<file path="src/design/irpwd_pkg.sv">
// Package for the IR pulse width decoder: phase encoding, handoff struct,
// configuration register indexes and field widths. No dependencies.
`default_nettype none

package irpwd_pkg;

    localparam int unsigned CFG_WIDTH  = 8;
    localparam int unsigned OUT_CODE_W = 16;

    // configuration register indexes
    typedef enum logic [1:0] {
        CFG_TIMEOUT   = 2'd0,
        CFG_THRESHOLD = 2'd1,
        CFG_BIT_LIMIT = 2'd2
    } t_cfg_index;

    localparam logic [7:0] TIMEOUT_RST   = 8'd50;
    localparam logic [7:0] THRESHOLD_RST = 8'd10;
    localparam logic [4:0] BIT_LIMIT_RST = 5'd16;
    localparam logic [7:0] COUNT_MAX     = 8'd255;

    // frame phase; the fourth code behaves as waiting for start low
    typedef enum logic [1:0] {
        PH_WAIT_LOW  = 2'd0,
        PH_WAIT_HIGH = 2'd1,
        PH_COUNT     = 2'd2
    } t_phase;

    // end-of-frame handoff from the bit decoder to the result stage
    typedef struct packed {
        logic valid;
        logic by_timeout;
    } t_frame_end;

endpackage

`default_nettype wire

</file>
<file path="src/design/irpwd_result.sv">
// Result stage of the IR pulse width decoder: repeat substitution, last-code
// store and the output register of the result stream. Uses irpwd_pkg.
`default_nettype none

module irpwd_result
    import irpwd_pkg::*;
#(
    parameter int unsigned CODE_BITS = 16
) (
    input  wire logic                  i_clk,
    input  wire logic                  i_rst_n,
    input  wire t_frame_end            i_end,
    input  wire logic [CODE_BITS-1:0]  i_code,
    output logic                       o_space,
    output logic                       o_m_tvalid,
    input  wire logic                  i_m_tready,
    output logic [OUT_CODE_W-1:0]      o_m_tdata,  // [15:0] code_word
    output logic [1:0]                 o_m_tuser   // [0] repeat_substituted, [1] ended_by_timeout
);

    logic [CODE_BITS+OUT_CODE_W-1:0] code_ext;
    logic [OUT_CODE_W-1:0]           code_lo;
    logic                            is_repeat;

    logic                  r_valid;
    logic [OUT_CODE_W-1:0] r_code;
    logic                  r_repeat;
    logic                  r_timeout;
    logic [OUT_CODE_W-1:0] r_last;

    // code zero-extended or truncated to the output width
    assign code_ext  = {{OUT_CODE_W{1'b0}}, i_code};
    assign code_lo   = code_ext[OUT_CODE_W-1:0];
    assign is_repeat = (i_code >= CODE_BITS'(1)) && (i_code <= CODE_BITS'(4));
    assign o_space   = !r_valid || i_m_tready;

    always_ff @(posedge i_clk) begin
        if (!i_rst_n) begin
            r_valid <= 1'b0;
            r_last  <= '0;
        end else begin
            if (o_space) begin
                r_valid <= i_end.valid;
            end
            if (o_space && i_end.valid && !is_repeat) begin
                r_last <= code_lo;
            end
        end
    end

    always_ff @(posedge i_clk) begin
        if (o_space && i_end.valid) begin
            r_code    <= is_repeat ? r_last : code_lo;
            r_repeat  <= is_repeat;
            r_timeout <= i_end.by_timeout;
        end
    end

    assign o_m_tvalid = r_valid;
    assign o_m_tdata  = r_code;
    assign o_m_tuser  = {r_timeout, r_repeat};

endmodule

`default_nettype wire

</file>
<file path="src/design/ir_pulse_width_decoder_core.sv">
// IR pulse width decoder, top level: input register, per-sample bit decoder
// and configuration registers. Depends on irpwd_pkg and irpwd_result.
//
// Path: the sample ending the frame is held in the input register, then
//   decoded into the result register, which presents the frame.
// Throughput: one line sample per cycle; the phase/count/shift update is a
//   next-state loop on the state registers. Input stalls only while a
//   result waits in the result register and the receiver holds it off.
// Reset: synchronous, active low; returns to waiting for start low with the
//   last code cleared and registers at 50 / 10 / 16.
`default_nettype none

module ir_pulse_width_decoder_core
    import irpwd_pkg::*;
#(
    parameter int unsigned CODE_BITS = 16
) (
    input  wire logic                  i_clk,
    input  wire logic                  i_rst_n,
    // configuration write port
    input  wire logic                  i_cfg_wr_en,
    input  wire logic [1:0]            i_cfg_index,
    input  wire logic [CFG_WIDTH-1:0]  i_cfg_data,
    // sample stream
    input  wire logic                  i_s_tvalid,
    output logic                       o_s_tready,
    input  wire logic [7:0]            i_s_tdata,  // [0] line_level, [7:1] zero
    // result stream
    output logic                       o_m_tvalid,
    input  wire logic                  i_m_tready,
    output logic [OUT_CODE_W-1:0]      o_m_tdata,  // [15:0] code_word
    output logic [1:0]                 o_m_tuser   // [0] repeat_substituted, [1] ended_by_timeout
);

    // configuration
    logic [7:0] r_timeout;
    logic [7:0] r_threshold;
    logic [4:0] r_bit_limit;

    // input register
    logic r_in_valid;
    logic r_in_level;

    // decoder state
    t_phase                r_phase, n_phase;
    logic [7:0]            r_high_cnt, n_high_cnt;
    logic [4:0]            r_bits_left, n_bits_left;
    logic [CODE_BITS-1:0]  r_shift, n_shift;

    t_frame_end frame_end;
    logic       space;   // result stage can take whatever this step yields
    logic       step;
    logic [7:0] cnt_inc;
    logic [4:0] bits_dec;

    assign step       = r_in_valid && space;
    assign o_s_tready = !r_in_valid || space;

    // config writes; the host writes only while no item is in flight (not enforced here)
    always_ff @(posedge i_clk) begin
        if (!i_rst_n) begin
            r_timeout   <= TIMEOUT_RST;
            r_threshold <= THRESHOLD_RST;
            r_bit_limit <= BIT_LIMIT_RST;
        end else if (i_cfg_wr_en) begin
            case (i_cfg_index)
                CFG_TIMEOUT:   r_timeout   <= i_cfg_data;
                CFG_THRESHOLD: r_threshold <= i_cfg_data;
                CFG_BIT_LIMIT: r_bit_limit <= i_cfg_data[4:0];
                default: ;
            endcase
        end
    end

    // input register
    always_ff @(posedge i_clk) begin
        if (!i_rst_n) begin
            r_in_valid <= 1'b0;
        end else if (o_s_tready) begin
            r_in_valid <= i_s_tvalid;
        end
    end

    always_ff @(posedge i_clk) begin
        if (o_s_tready && i_s_tvalid) begin
            r_in_level <= i_s_tdata[0];
        end
    end

    // saturating high count and wrapping bit counter
    assign cnt_inc  = (r_high_cnt == COUNT_MAX) ? r_high_cnt : r_high_cnt + 8'd1;
    assign bits_dec = r_bits_left - 5'd1;

    // one sample per step
    always_comb begin
        n_phase              = r_phase;
        n_high_cnt           = r_high_cnt;
        n_bits_left          = r_bits_left;
        n_shift              = r_shift;
        frame_end.valid      = 1'b0;
        frame_end.by_timeout = 1'b0;

        unique case (r_phase)
            PH_WAIT_HIGH: begin
                if (r_in_level) begin
                    n_phase    = PH_COUNT;
                    n_high_cnt = 8'd1;
                    if (8'd1 >= r_timeout) begin
                        n_shift              = r_shift << 1;
                        frame_end.valid      = 1'b1;
                        frame_end.by_timeout = 1'b1;
                    end
                end
            end
            PH_COUNT: begin
                if (r_in_level) begin
                    n_high_cnt = cnt_inc;
                    if (cnt_inc >= r_timeout) begin
                        n_shift              = r_shift << 1;
                        frame_end.valid      = 1'b1;
                        frame_end.by_timeout = 1'b1;
                    end
                end else begin
                    n_shift     = {r_shift[CODE_BITS-2:0], r_high_cnt > r_threshold};
                    n_high_cnt  = 8'd0;
                    n_bits_left = bits_dec;
                    n_phase     = PH_WAIT_HIGH;
                    if (bits_dec == 5'd0) begin
                        frame_end.valid = 1'b1;
                    end
                end
            end
            default: begin
                // waiting for start low, also the unused phase code
                n_phase = PH_WAIT_LOW;
                if (!r_in_level) begin
                    n_shift     = '0;
                    n_high_cnt  = 8'd0;
                    n_bits_left = r_bit_limit;
                    n_phase     = PH_WAIT_HIGH;
                    if (r_bit_limit == 5'd0) begin
                        frame_end.valid = 1'b1;
                    end
                end
            end
        endcase

        // any frame end returns to idle
        if (frame_end.valid) begin
            n_phase     = PH_WAIT_LOW;
            n_high_cnt  = 8'd0;
            n_bits_left = 5'd0;
        end

        if (!step) begin
            frame_end.valid = 1'b0;
        end
    end

    always_ff @(posedge i_clk) begin
        if (!i_rst_n) begin
            r_phase     <= PH_WAIT_LOW;
            r_high_cnt  <= 8'd0;
            r_bits_left <= 5'd0;
            r_shift     <= '0;
        end else if (step) begin
            r_phase     <= n_phase;
            r_high_cnt  <= n_high_cnt;
            r_bits_left <= n_bits_left;
            r_shift     <= n_shift;
        end
    end

    // repeat handling and output register
    irpwd_result #(
        .CODE_BITS (CODE_BITS)
    ) u_result (
        .i_clk      (i_clk),
        .i_rst_n    (i_rst_n),
        .i_end      (frame_end),
        .i_code     (n_shift),
        .o_space    (space),
        .o_m_tvalid (o_m_tvalid),
        .i_m_tready (i_m_tready),
        .o_m_tdata  (o_m_tdata),
        .o_m_tuser  (o_m_tuser)
    );

    // a finished frame always leaves the decoder idle and cleared
    a_end_idle: assert property (@(posedge i_clk) disable iff (!i_rst_n)
        frame_end.valid |=> (r_phase == PH_WAIT_LOW) && (r_high_cnt == 8'd0)
                            && (r_bits_left == 5'd0))
        else $error("decoder not idle after frame end");

    // counting phase always holds at least the first high tick
    a_count_nonzero: assert property (@(posedge i_clk) disable iff (!i_rst_n)
        (r_phase == PH_COUNT) |-> (r_high_cnt != 8'd0))
        else $error("zero high count while counting");

    // inside a frame there is always a bit left to collect
    a_bits_left: assert property (@(posedge i_clk) disable iff (!i_rst_n)
        ((r_phase == PH_WAIT_HIGH) || (r_phase == PH_COUNT)) |-> (r_bits_left != 5'd0))
        else $error("frame active with no bits remaining");

endmodule

`default_nettype wire
</file>
<file path="config.mk">
export PLATFORM = sky130hd
export DESIGN_NAME = ir_pulse_width_decoder_core
export DESIGN_NICKNAME = d
export VERILOG_FILES = /design/src/design/irpwd_pkg.sv /design/src/design/irpwd_result.sv /design/src/design/ir_pulse_width_decoder_core.sv
export SDC_FILE = /design/constraint.sdc
export NUM_CORES = 1
export LEC_CHECK = 0
export CAP_MARGIN = 30
export CORE_MARGIN = 1
export CORE_UTILIZATION = 50
export CTS_BUF_LIST = sky130_fd_sc_hd__clkbuf_16
export DETAILED_ROUTE_END_ITERATION = 10
export DONT_BUFFER_PORTS = 1
export GPL_TIMING_DRIVEN = 0
export PLACE_DENSITY = 0.71
export SLEW_MARGIN = 40
export SYNTH_ARGS = -nofsm -noshare
export SYNTH_HDL_FRONTEND = slang
export SYNTH_SLANG_ARGS = --single-unit
</file>
<file path="constraint.sdc">
create_clock -name i_clk -period 11 [get_ports i_clk]
set_clock_uncertainty 0.15 [all_clocks]
set_input_delay 2.2 -clock i_clk [delete_from_list [all_inputs] [get_ports i_clk]]
set_output_delay 2.2 -clock i_clk [all_outputs]
set_load 0.1 [all_outputs]
</file>
==> flow_summary.ini <==
[critical_path]
r2r-end = u_result.r_last[11]
r2r_setup_slack_ns = 6.07
crit_type = in2out
cp_max_fo = 3
cp_cell_sequence = nand3b_1 > buf_8
endpoint_kind = primary output
ff2ff_path_depth = 20
crit_family = buffers and inverters
slowest_delay_ns = 0.23
start_kind = primary input
cp_data_arrival_time_ns = 2.63
required_ns = 8.65
path_buf_inv = 1
r2r_start = r_high_cnt[1]
slowest_stage = buf_8

[sta]
fin_crit_ns = 4.98
hold_viol = 0
tns_ns = 0
post-route-period-util = 0.453
fmax_mhz = 201
setup_viol = 0
rsz0062_at_grt = no
worst_pin_slew_ns = 0.897
max-slew-margin-rel = 0.403
setup_ws_ns = 6.02
drv_slew = 0

[clock_tree]
cts.path.max_buffers = 2
h-tree-depth = 3
cts_root_buf = clkbuf_16
postCtsSetupBuffers = 0
cts_hold_buf = 0
cts_tree = done
clk_latency_ns = 0.34
clock-sinks = 89
clk_pin_slew_ns = 0.06
cts_buffers = 9
cts-resized-gates = 0

[die]
initial_core_util = 0.517
die_w_um = 99.9
core_mm2 = 0.00928
die_y_um = 99.9
io_pins = 43
rows = 35
die_area_mm2 = 0.00999

[synth]
synth_edf_count = 19
ys.flop_type = dfxtp_1
yosysTopAreaCell = dfxtp_1
synthCells = 520
seq_area_frac_synth = 0.411
avgSynthCellArea_um2 = 9.22
yosysUniqueCellTypes = 69
synth_nets = 565
ys_warn_count = 0
synth_area_mm2 = 0.00480
yosys-top-cells-area = dfxtp_1, edfxtp_1, ha_1
async_flop_share = 0
ys_ff_latch = 89
synth_top_area_frac = 0.292

[hold_path]
min_path_cells = 2
min_from = u_result.r_last[0]
min_to = u_result.r_last[0]
holdCritPathClass = reg2reg

[grt]
grt.overflow.total = 0
antenna_found_initial = 0
grt_pass1_vias = 3583
grt_usage = 0.227
grt_pass1_wl_um = 17800
grt_max_degree = 20

[power]
irDropWorstVdd_mv = 0.114
p_leak_nw = 2.15
p_per_area_mw_per_mm2 = 129

[finish]
final_cell_mix = dfxtp_1, nand2_1, inv_1, nor2b_1, nor2_1
area_growth_pct = 9.97
fin_nets = 578
diodes = 0
design_area_mm2 = 0.00527
final_core_util = 0.568
drive_above_1_share = 0.0855
layout_commonest_cell = dfxtp_1

[drt]
drc = 0
routed_wl_um = 10600
drt_iter0_drc = 322
drt-wirelength-per-cell_um = 15.9
ant_nets = 0
via_count = 3841
vias_per_cell = 5.76
firstDrtPassIters = 5

[placed_design]
dp_slack_ns = 6.02
detailed_place.area_mm2 = 0.00500
dpl.hpwl_um = 7920
gp_congestion = 0.856
port_buffers = 0

[run_status]
outcome = finished clean

[flow_run]
drv_cap = 0
state kept, by name, indices dropped and copies added (netlist names), 5 cells and up:
name                flops
r_bit_limit             5
r_bits_left             5
u_result.o_m_tdata     16
r_high_cnt              8
u_result.r_last        16
r_timeout               8
r_shift                16
r_threshold             8
worst max path at each step:
stage	start	endpoint	cells past startpoint
final	i_m_tready	o_s_tready	2
after global routing	r_high_cnt[1]	u_result.r_last[11]	20
after CTS	i_m_tready	o_s_tready	2
after detailed placement	i_m_tready	o_s_tready	2
after global placement	i_m_tready	o_s_tready	1
after floorplan	i_m_tready	o_s_tready	1
Yosys cell counts (14+ instances only):
library cell,instances
dfxtp_1,70
nand2_1,42
nor2b_1,38
inv_1,37
nor2_1,34
a21oi_1,31
ha_1,22
clkbuf_1,21
a22oi_1,19
edfxtp_1,19
o21a_1,15
o21ai_0,14
o31a_1,14
metal layers:
metal / vias to the layer above / global-route usage / wire (um)
met5: - / 0 / 0
met4: 0 / 0.0622 / 150
met3: 14 / 0.0536 / 575
met2: 110 / 0.345 / 4710
met1: 1829 / 0.324 / 5150
li1: 1888 / - / -
final cells by class:
class | instances | area [um2]
Fill cell | 853 | 4010
Multi-Input combinational cell | 364 | 2540
Sequential cell | 89 | 1970
Clock buffer | 9 | 225
Tap cell | 129 | 161
Buffer | 30 | 143
Inverter | 37 | 139
Clock inverter | 7 | 47.5
Timing Repair Buffer | 2 | 42.5
report_power, final:
group,total (mW),switching (mW),internal [mW]
combinational,0.0550,0.0331,0.0218
sequential,0.344,0.00645,0.338
clock,0.279,0.126,0.153
total,0.678,0.165,0.513
cell families (layout without fill, tap and decap cells):
logic type | Yosys count | after routing | share of synthesized area
compound gates | 150 | 150 | 0.235
xor+xnor | 7 | 7 | 0.0128
fa+ha+maj | 22 | 22 | 0.0574
buf+inv | 67 | 85 | 0.0587
flops | 89 | 89 | 0.411
mux | 17 | 17 | 0.0365
simple gates | 168 | 168 | 0.188
metrics by stage:
stage                     instances  total power, mW  hold WS [ns]
after floorplan                 520            0.393         0.281
after global placement          649            0.404         0.291
after detailed placement        651            0.406         0.302
after CTS                       667            0.684         0.313
after global routing            667            0.703         0.326
final                           667            0.678         0.309
Power figures use the tool's default switching activity.
